<file path="src/rtl/mesh_node_adjacency_builder_macros.svh">
// Assertion helpers used by the RTL datapath.
`ifndef MESH_NODE_ADJACENCY_BUILDER_MACROS_SVH
`define MESH_NODE_ADJACENCY_BUILDER_MACROS_SVH

// Condition holds at every rising clock edge outside reset.
`define MNAB_ASSERT_HOLDS(label, expr) \
  label: assert property (@(posedge clk) disable iff (rst) (expr)) \
    else $error("invariant violated");

// Antecedent in one cycle implies consequent in the next.
`define MNAB_ASSERT_NEXT(label, ante, cons) \
  label: assert property (@(posedge clk) disable iff (rst) (ante) |=> (cons)) \
    else $error("sequence violated");

`endif

</file>
<file path="src/rtl/mnab_pkg.sv">
package mnab_pkg;

  localparam int LIM_W = 17;
  localparam int CFG_W = 13;
  localparam int CFG_IDX_W = 1;

  localparam logic [CFG_IDX_W-1:0] REG_NODE_LIMIT = 1'b0;
  localparam logic [CFG_IDX_W-1:0] REG_INTERIOR_LIMIT = 1'b1;
  localparam logic [CFG_W-1:0] LIMIT_RESET = 13'd4096;

  typedef enum logic [1:0] {
    KIND_LINK  = 2'd0,
    KIND_QUERY = 2'd1,
    KIND_CLEAR = 2'd2,
    KIND_NONE  = 2'd3
  } kind_t;

  typedef enum logic [2:0] {
    ST_OK         = 3'd0,
    ST_NO_NBR     = 3'd1,
    ST_ELEM_FULL  = 3'd2,
    ST_NODE_FULL  = 3'd3,
    ST_NODE_LIMIT = 3'd4,
    ST_TRUNC      = 3'd5,
    ST_Q_RANGE    = 3'd6
  } status_t;

  typedef struct packed {
    logic [1:0]  kind;
    logic [11:0] element;
    logic [11:0] node;
  } item_t;

  typedef struct packed {
    logic [11:0] neighbor;
    logic        last;
    logic [2:0]  status;
  } result_t;

  typedef enum logic [4:0] {
    S_CLEAR, S_IDLE, S_L_RD, S_L_CHK, S_L_NCHK, S_PUSH,
    S_Q_CHK, S_Q_NF, S_Q_A, S_Q_EL, S_Q_EF, S_Q_B, S_Q_ND,
    S_Q_UNMARK, S_Q_CNT, S_Q_CEND, S_Q_EMIT
  } state_t;

  typedef enum logic [4:0] {
    OP_NONE, OP_CLR, OP_L_RD, OP_L_WR_E, OP_L_WR_N, OP_PUSH,
    OP_Q_MARK, OP_Q_NF, OP_Q_RD_NEL, OP_Q_EL, OP_Q_EF, OP_Q_RD_ENL,
    OP_Q_ND, OP_Q_UNMARK, OP_Q_CNT, OP_Q_CEND, OP_Q_EMIT
  } dp_op_t;

  typedef struct packed {
    dp_op_t  op;
    logic    ld_st;
    status_t st;
  } cmd_t;

  typedef struct packed {
    logic clr_last;
    logic e_oob;
    logic ef_full;
    logic n_oob;
    logic nf_full;
    logic q_oob;
    logic el_oob;
    logic a_done;
    logic b_done;
    logic cnt_done;
    logic cnt_zero;
    logic emit_done;
    logic out_free;
  } sts_t;

endpackage

</file>
<file path="src/rtl/mnab_ctrl.sv">
module mnab_ctrl (
  input  logic           clk,
  input  logic           rst,
  input  logic           accept,
  input  logic [1:0]     kind,
  input  mnab_pkg::sts_t sts,
  output mnab_pkg::cmd_t cmd,
  output logic           idle
);
  import mnab_pkg::*;

  state_t state, state_next;

  always_ff @(posedge clk) begin
    if (rst) begin
      state <= S_CLEAR;
    end else begin
      state <= state_next;
    end
  end

  always_comb begin
    state_next = state;
    unique case (state)
      S_CLEAR: if (sts.clr_last) state_next = S_IDLE;
      S_IDLE: begin
        if (accept) begin
          unique case (kind_t'(kind))
            KIND_LINK:  state_next = S_L_RD;
            KIND_QUERY: state_next = S_Q_CHK;
            KIND_CLEAR: state_next = S_CLEAR;
            default:    state_next = S_IDLE;
          endcase
        end
      end
      S_L_RD: state_next = S_L_CHK;
      S_L_CHK: begin
        if (sts.e_oob || sts.ef_full || sts.n_oob) state_next = S_PUSH;
        else state_next = S_L_NCHK;
      end
      S_L_NCHK: state_next = S_PUSH;
      S_PUSH: if (sts.out_free) state_next = S_IDLE;
      S_Q_CHK: begin
        if (sts.q_oob) state_next = S_PUSH;
        else state_next = S_Q_NF;
      end
      S_Q_NF: state_next = S_Q_A;
      S_Q_A: begin
        if (sts.a_done) state_next = S_Q_UNMARK;
        else state_next = S_Q_EL;
      end
      S_Q_EL: begin
        if (sts.el_oob) state_next = S_Q_A;
        else state_next = S_Q_EF;
      end
      S_Q_EF: state_next = S_Q_B;
      S_Q_B: begin
        if (sts.b_done) state_next = S_Q_A;
        else state_next = S_Q_ND;
      end
      S_Q_ND: state_next = S_Q_B;
      S_Q_UNMARK: state_next = S_Q_CNT;
      S_Q_CNT: if (sts.cnt_done) state_next = S_Q_CEND;
      S_Q_CEND: begin
        if (sts.cnt_zero) state_next = S_PUSH;
        else state_next = S_Q_EMIT;
      end
      S_Q_EMIT: if (sts.emit_done) state_next = S_IDLE;
      default: state_next = S_IDLE;
    endcase
  end

  always_comb begin
    cmd.op = OP_NONE;
    cmd.ld_st = 1'b0;
    cmd.st = ST_OK;
    idle = 1'b0;
    unique case (state)
      S_CLEAR: cmd.op = OP_CLR;
      S_IDLE: idle = 1'b1;
      S_L_RD: cmd.op = OP_L_RD;
      S_L_CHK: begin
        if (sts.e_oob || sts.ef_full) begin
          cmd.ld_st = 1'b1;
          cmd.st = ST_ELEM_FULL;
        end else begin
          cmd.op = OP_L_WR_E;
          if (sts.n_oob) begin
            cmd.ld_st = 1'b1;
            cmd.st = ST_NODE_LIMIT;
          end
        end
      end
      S_L_NCHK: begin
        cmd.ld_st = 1'b1;
        if (sts.nf_full) begin
          cmd.st = ST_NODE_FULL;
        end else begin
          cmd.op = OP_L_WR_N;
          cmd.st = ST_OK;
        end
      end
      S_PUSH: if (sts.out_free) cmd.op = OP_PUSH;
      S_Q_CHK: begin
        if (sts.q_oob) begin
          cmd.ld_st = 1'b1;
          cmd.st = ST_Q_RANGE;
        end else begin
          cmd.op = OP_Q_MARK;
        end
      end
      S_Q_NF: cmd.op = OP_Q_NF;
      S_Q_A: if (!sts.a_done) cmd.op = OP_Q_RD_NEL;
      S_Q_EL: cmd.op = OP_Q_EL;
      S_Q_EF: cmd.op = OP_Q_EF;
      S_Q_B: if (!sts.b_done) cmd.op = OP_Q_RD_ENL;
      S_Q_ND: cmd.op = OP_Q_ND;
      S_Q_UNMARK: cmd.op = OP_Q_UNMARK;
      S_Q_CNT: cmd.op = OP_Q_CNT;
      S_Q_CEND: begin
        cmd.op = OP_Q_CEND;
        if (sts.cnt_zero) begin
          cmd.ld_st = 1'b1;
          cmd.st = ST_NO_NBR;
        end
      end
      S_Q_EMIT: cmd.op = OP_Q_EMIT;
      default: cmd.op = OP_NONE;
    endcase
  end

endmodule

</file>
<file path="config.mk">
export PLATFORM = sky130hd
export DESIGN_NAME = mnab_ctrl
export DESIGN_NICKNAME = d
export VERILOG_FILES = /design/src/rtl/mesh_node_adjacency_builder_macros.svh /design/src/rtl/mnab_pkg.sv /design/src/rtl/mnab_ctrl.sv
export SDC_FILE = /design/constraint.sdc
export NUM_CORES = 1
export LEC_CHECK = 0
export CORE_MARGIN = 1
export CORE_UTILIZATION = 44
export CTS_CLUSTER_SIZE = 40
export DETAILED_ROUTE_END_ITERATION = 7
export DONT_BUFFER_PORTS = 1
export GPL_TIMING_DRIVEN = 1
export PLACE_DENSITY_LB_ADDON = 0.15
export SLEW_MARGIN = 30
export SYNTH_ARGS = -nofsm -noshare
export SYNTH_HDL_FRONTEND = slang
export SYNTH_SLANG_ARGS = --single-unit
export TNS_END_PERCENT = 1
</file>
<file path="constraint.sdc">
create_clock -name clk -period 2.4 [get_ports clk]
set_input_delay 0.48 -clock clk [delete_from_list [all_inputs] [get_ports clk]]
set_output_delay 0.48 -clock clk [all_outputs]
set_load 0.02 [all_outputs]
</file>
==> results.txt <==
- Run status: completed
* Worst hold margin: 312 ps
* Max-slew violation count: 0
* Buffers & Inverters on Critical Path: 0
- STA classifies the critical path endpoint as an output port.
- Final standard cell utilization of the core: 51.4%
- Global-route usage over all layers: 21.3%
- Worst supply voltage drop on vdd: 0.413 mV
- The tool flagged a number of max-cap violations equal to 0.
- The setup check on the worst reg-to-reg path leaves a slack of ~690 ps.
- The first global-routing pass estimated around 3.1 mm of wire.
- Synthesized flop and latch total: 5
- Max Buffers Root-to-Sink: 2
* Pin count of the biggest net entering global routing: 17
- Post-detailed-placement half-perimeter wirelength: ~1.4 mm
- Hold Crit Class: in2reg
* Ant. Diodes: 0
* Reg-to-reg startpoint: state[4]
* TritonCTS clock tree: yes
* Cells on Worst Hold Path: 1
- Crit path max-delay family: compound AO/OA/AOI/OAI gates
- GR peak layer: met2
- For this block, the routed nets add up to 1.84 mm of wire.
- Setup violations remaining at the end of the flow were counted as 0.
- Clock transition at the registers of the reported paths: around 40 ps
* Net switching power: between 70 and 80 uW
* Post-route DRC: 0
- Cell area power density: 316 nW/um^2
- The cell count after synthesis came out at 105.
* Final-layout fill cell count: approximately 160
- Core Rows: 14
- Sink of the worst hold path: state[4]
* Most common cell after layout, fill and taps aside: nor2_1
- The critical path goes through nor3_1, nand2_1, o21ai_0.
* Avg WL per Cell: about 15 um
* Ratio of final minimum period to clock period: a little over nine tenths
* Met1 demand-to-capacity share in global routing: 30.2%
- Per report_power, the combinational group accounts for between 20% and 30% of the total.
- Counting every sink on the clock net gives 5.
- Setup repair after global routing missed its margin: false
* GRT met2 Usage: 31.9%
- Crit path DAT: around 1800 ps
- H-tree levels: 1
- Crit-path slowest cell: o21ai_0
* Number of flip-flops in the largest register: 5
- Detailed routing inserted a total of slightly below 800 vias.
- TritonCTS Buffers: 3
- Area of the core: roughly 1500 um^2
- The most used flip-flop cell after synthesis is dfxtp_1.
- Per report_power, the clock group accounts for a little under two fifths of the total.
- Fraction of met3 tracks used by global routing: under 10%
- Final hold violation count: 0
- Post-CTS timing repair inserted 0 buffers for setup.
* Worst skew pair latency: ~240 ps
- Routability-driven placement finished with a final weighted congestion of 0.802.
- Of all nets on the critical path, the largest fanout is 14.
* Critical path launch point type: flop
- Counting every net in the synthesized netlist gives ~120.
* Final non-filler cell area: 792 um^2
- The pre-antenna-repair detailed-routing pass consisted of 4 iterations.
* Drt via density: 6.23
- Hold repair after CTS inserted 0 buffers.
* Fraction of final layout cells with drive strength greater than 1: approximately 22%
- By startpoint and endpoint, the worst setup path is classified as reg2out.
- A synthesized cell averages 7.08 um^2.
* Reg power frac: 34.8%
* Area of the die: between 1500 and 2000 um^2
- Placed instance area: around 770 um^2
- For this run, the register share of the synthesized area comes to between 10% and 20%.
- Initial Utilization: between 40% and 50%
* Count of warnings emitted by yosys: 0
- Start point of the worst hold path: rst
- Of the total power, the share spent switching nets is ~29%.
- Number of antenna violations at the first check in global routing: 0
- After clock tree synthesis, the repair step resized 0 gates.
- Max-slew headroom at the worst pin: 55.6%
- Async SR Flop Fraction: 0%
- Number of enable flip-flop cells after synthesis: 0
* RR Endpoint: state[2]
- The synthesized netlist occupies a cell area of approximately 740 um^2.
- During placement, the flow inserted port buffers numbering 0.
* Antenna violation net count after detailed routing: 0
* Height of the chip: 43.1 um
* Int Power: 178 uW
* Largest stage delay, worst path: roughly 560 ps
* Final worst clock skew: between 2 and 2.5 ps
- Die X: about 43 um
* Top Registers: state: 5 flops
* DRT iter0 DRCs: 21
- For the worst flop-to-flop path, the logic depth is 5.
- At the pin with the least slew margin, the transition time is approximately 660 ps.
- The via count of the first global-routing pass was 723.
- Overflow left after global routing: 0
- Top-Level Pins: 28
- In this run the static leakage power is 0.000288 uW.
* Final critical path time including I/O delays and setup: approximately 2300 ps
* Synthesis-to-layout area growth: 6.57%
- Root buffer cell: clkbuf_4
* Nets@finish: between 100 and 150
* Highest clock frequency the design can meet: roughly 0.44 GHz
- Register with the most flip-flops: state
- The synthesized netlist contains 44 unique library cells.
- At the worst endpoint, the required time is 1920 ps.
- The top cell types in the final layout, fill and taps aside, are 14 x nor2_1, 10 x a21oi_1, 9 x buf_4.
- Final TNS setup: 0 ps
==> cells by family after synthesis <==
group | after synthesis | synth area share [%]
xor gates and xnor gates | 1 | 1.18
and+or+nand+nor | 46 | 35.9
AOI/OAI and AO/OA | 34 | 33.5
buffers and inverters | 17 | 13.3
muxes | 2 | 2.69
DFF | 5 | 13.5
==> layer usage <==
layer	share of wire, %	vias to the layer above
li1	-	396
met1	49	354
met2	42	35
met3	8.5	0
met4	0	0
met5	0	-
==> power by group through the flow <==
stage / clock (uW) / combinational [uW] / sequential [uW]
floorplan: 0 / 56.0 / 89.2
global placement: 0 / 68.5 / 88.9
detailed placement: 0 / 68.3 / 88.7
CTS: 100 / 68.4 / 87.3
global route: 109 / 77.2 / 87.3
finish: 94.4 / 69.0 / 87.3
==> how the worst max path moves through the flow <==
| stage | start | to | slack [ps] | cells after the start |
|---|---|---|---|---|
| 2_1_floorplan | state[0] | cmd[5] | 340 | 4 |
| 3_3_place_gp | state[4] | cmd[3] | 480 | 3 |
| 3_5_place_dp | state[4] | cmd[3] | 420 | 3 |
| 4_1_cts | state[4] | cmd[3] | 150 | 3 |
| 5_1_grt | state[4] | cmd[3] | 50 | 3 |
| 6_report | state[4] | cmd[3] | 150 | 3 |
==> layout make-up <==
class,instances,area [um^2],share of cell area (%)
flip-flops and latches,5,100,12.6
well taps,16,20.0,2.53
inverters,9,33.8,4.27
repair buffers,9,67.6,8.53
multi-input cells,83,544,68.7
clock buffers,4,26.3,3.32
==> Yosys cell counts, types with 2 or more instances <==
cell type	number	share of area (%)
nor2b_4	2	3.7
a211oi_2	2	3.4
clkinv_1	2	1.0
nand2b_1	3	2.5
inv_1	6	3.0
nor2_1	14	7.1
nand3_1	6	4.0
nand2_1	4	2.0
mux2i_1	2	2.7
and2_1	2	1.7
buf_6	3	4.5
buf_4	3	3.0
nor3_1	4	2.7
a21oi_1	10	6.7
nand4_1	3	2.5
dfxtp_1	5	13
o21ai_0	7	4.7
==> worst reg2reg max path, stage by stage (launching register included) <==
cell	delay [ps]
dfxtp_1	650
nor2b_4	110
and2_4	190
nor2b_4	130
a2111oi_2	380
o41ai_2	130
==> metrics by stage <==
stage,setup WS (ps),instances,total power [uW]
floorplan,340,105,145
global placement,481,122,157
detailed placement,421,122,157
CTS,149,126,256
global route,48.9,126,274
finish,149,126,251
No activity file was read; power rests on OpenSTA's default activity.
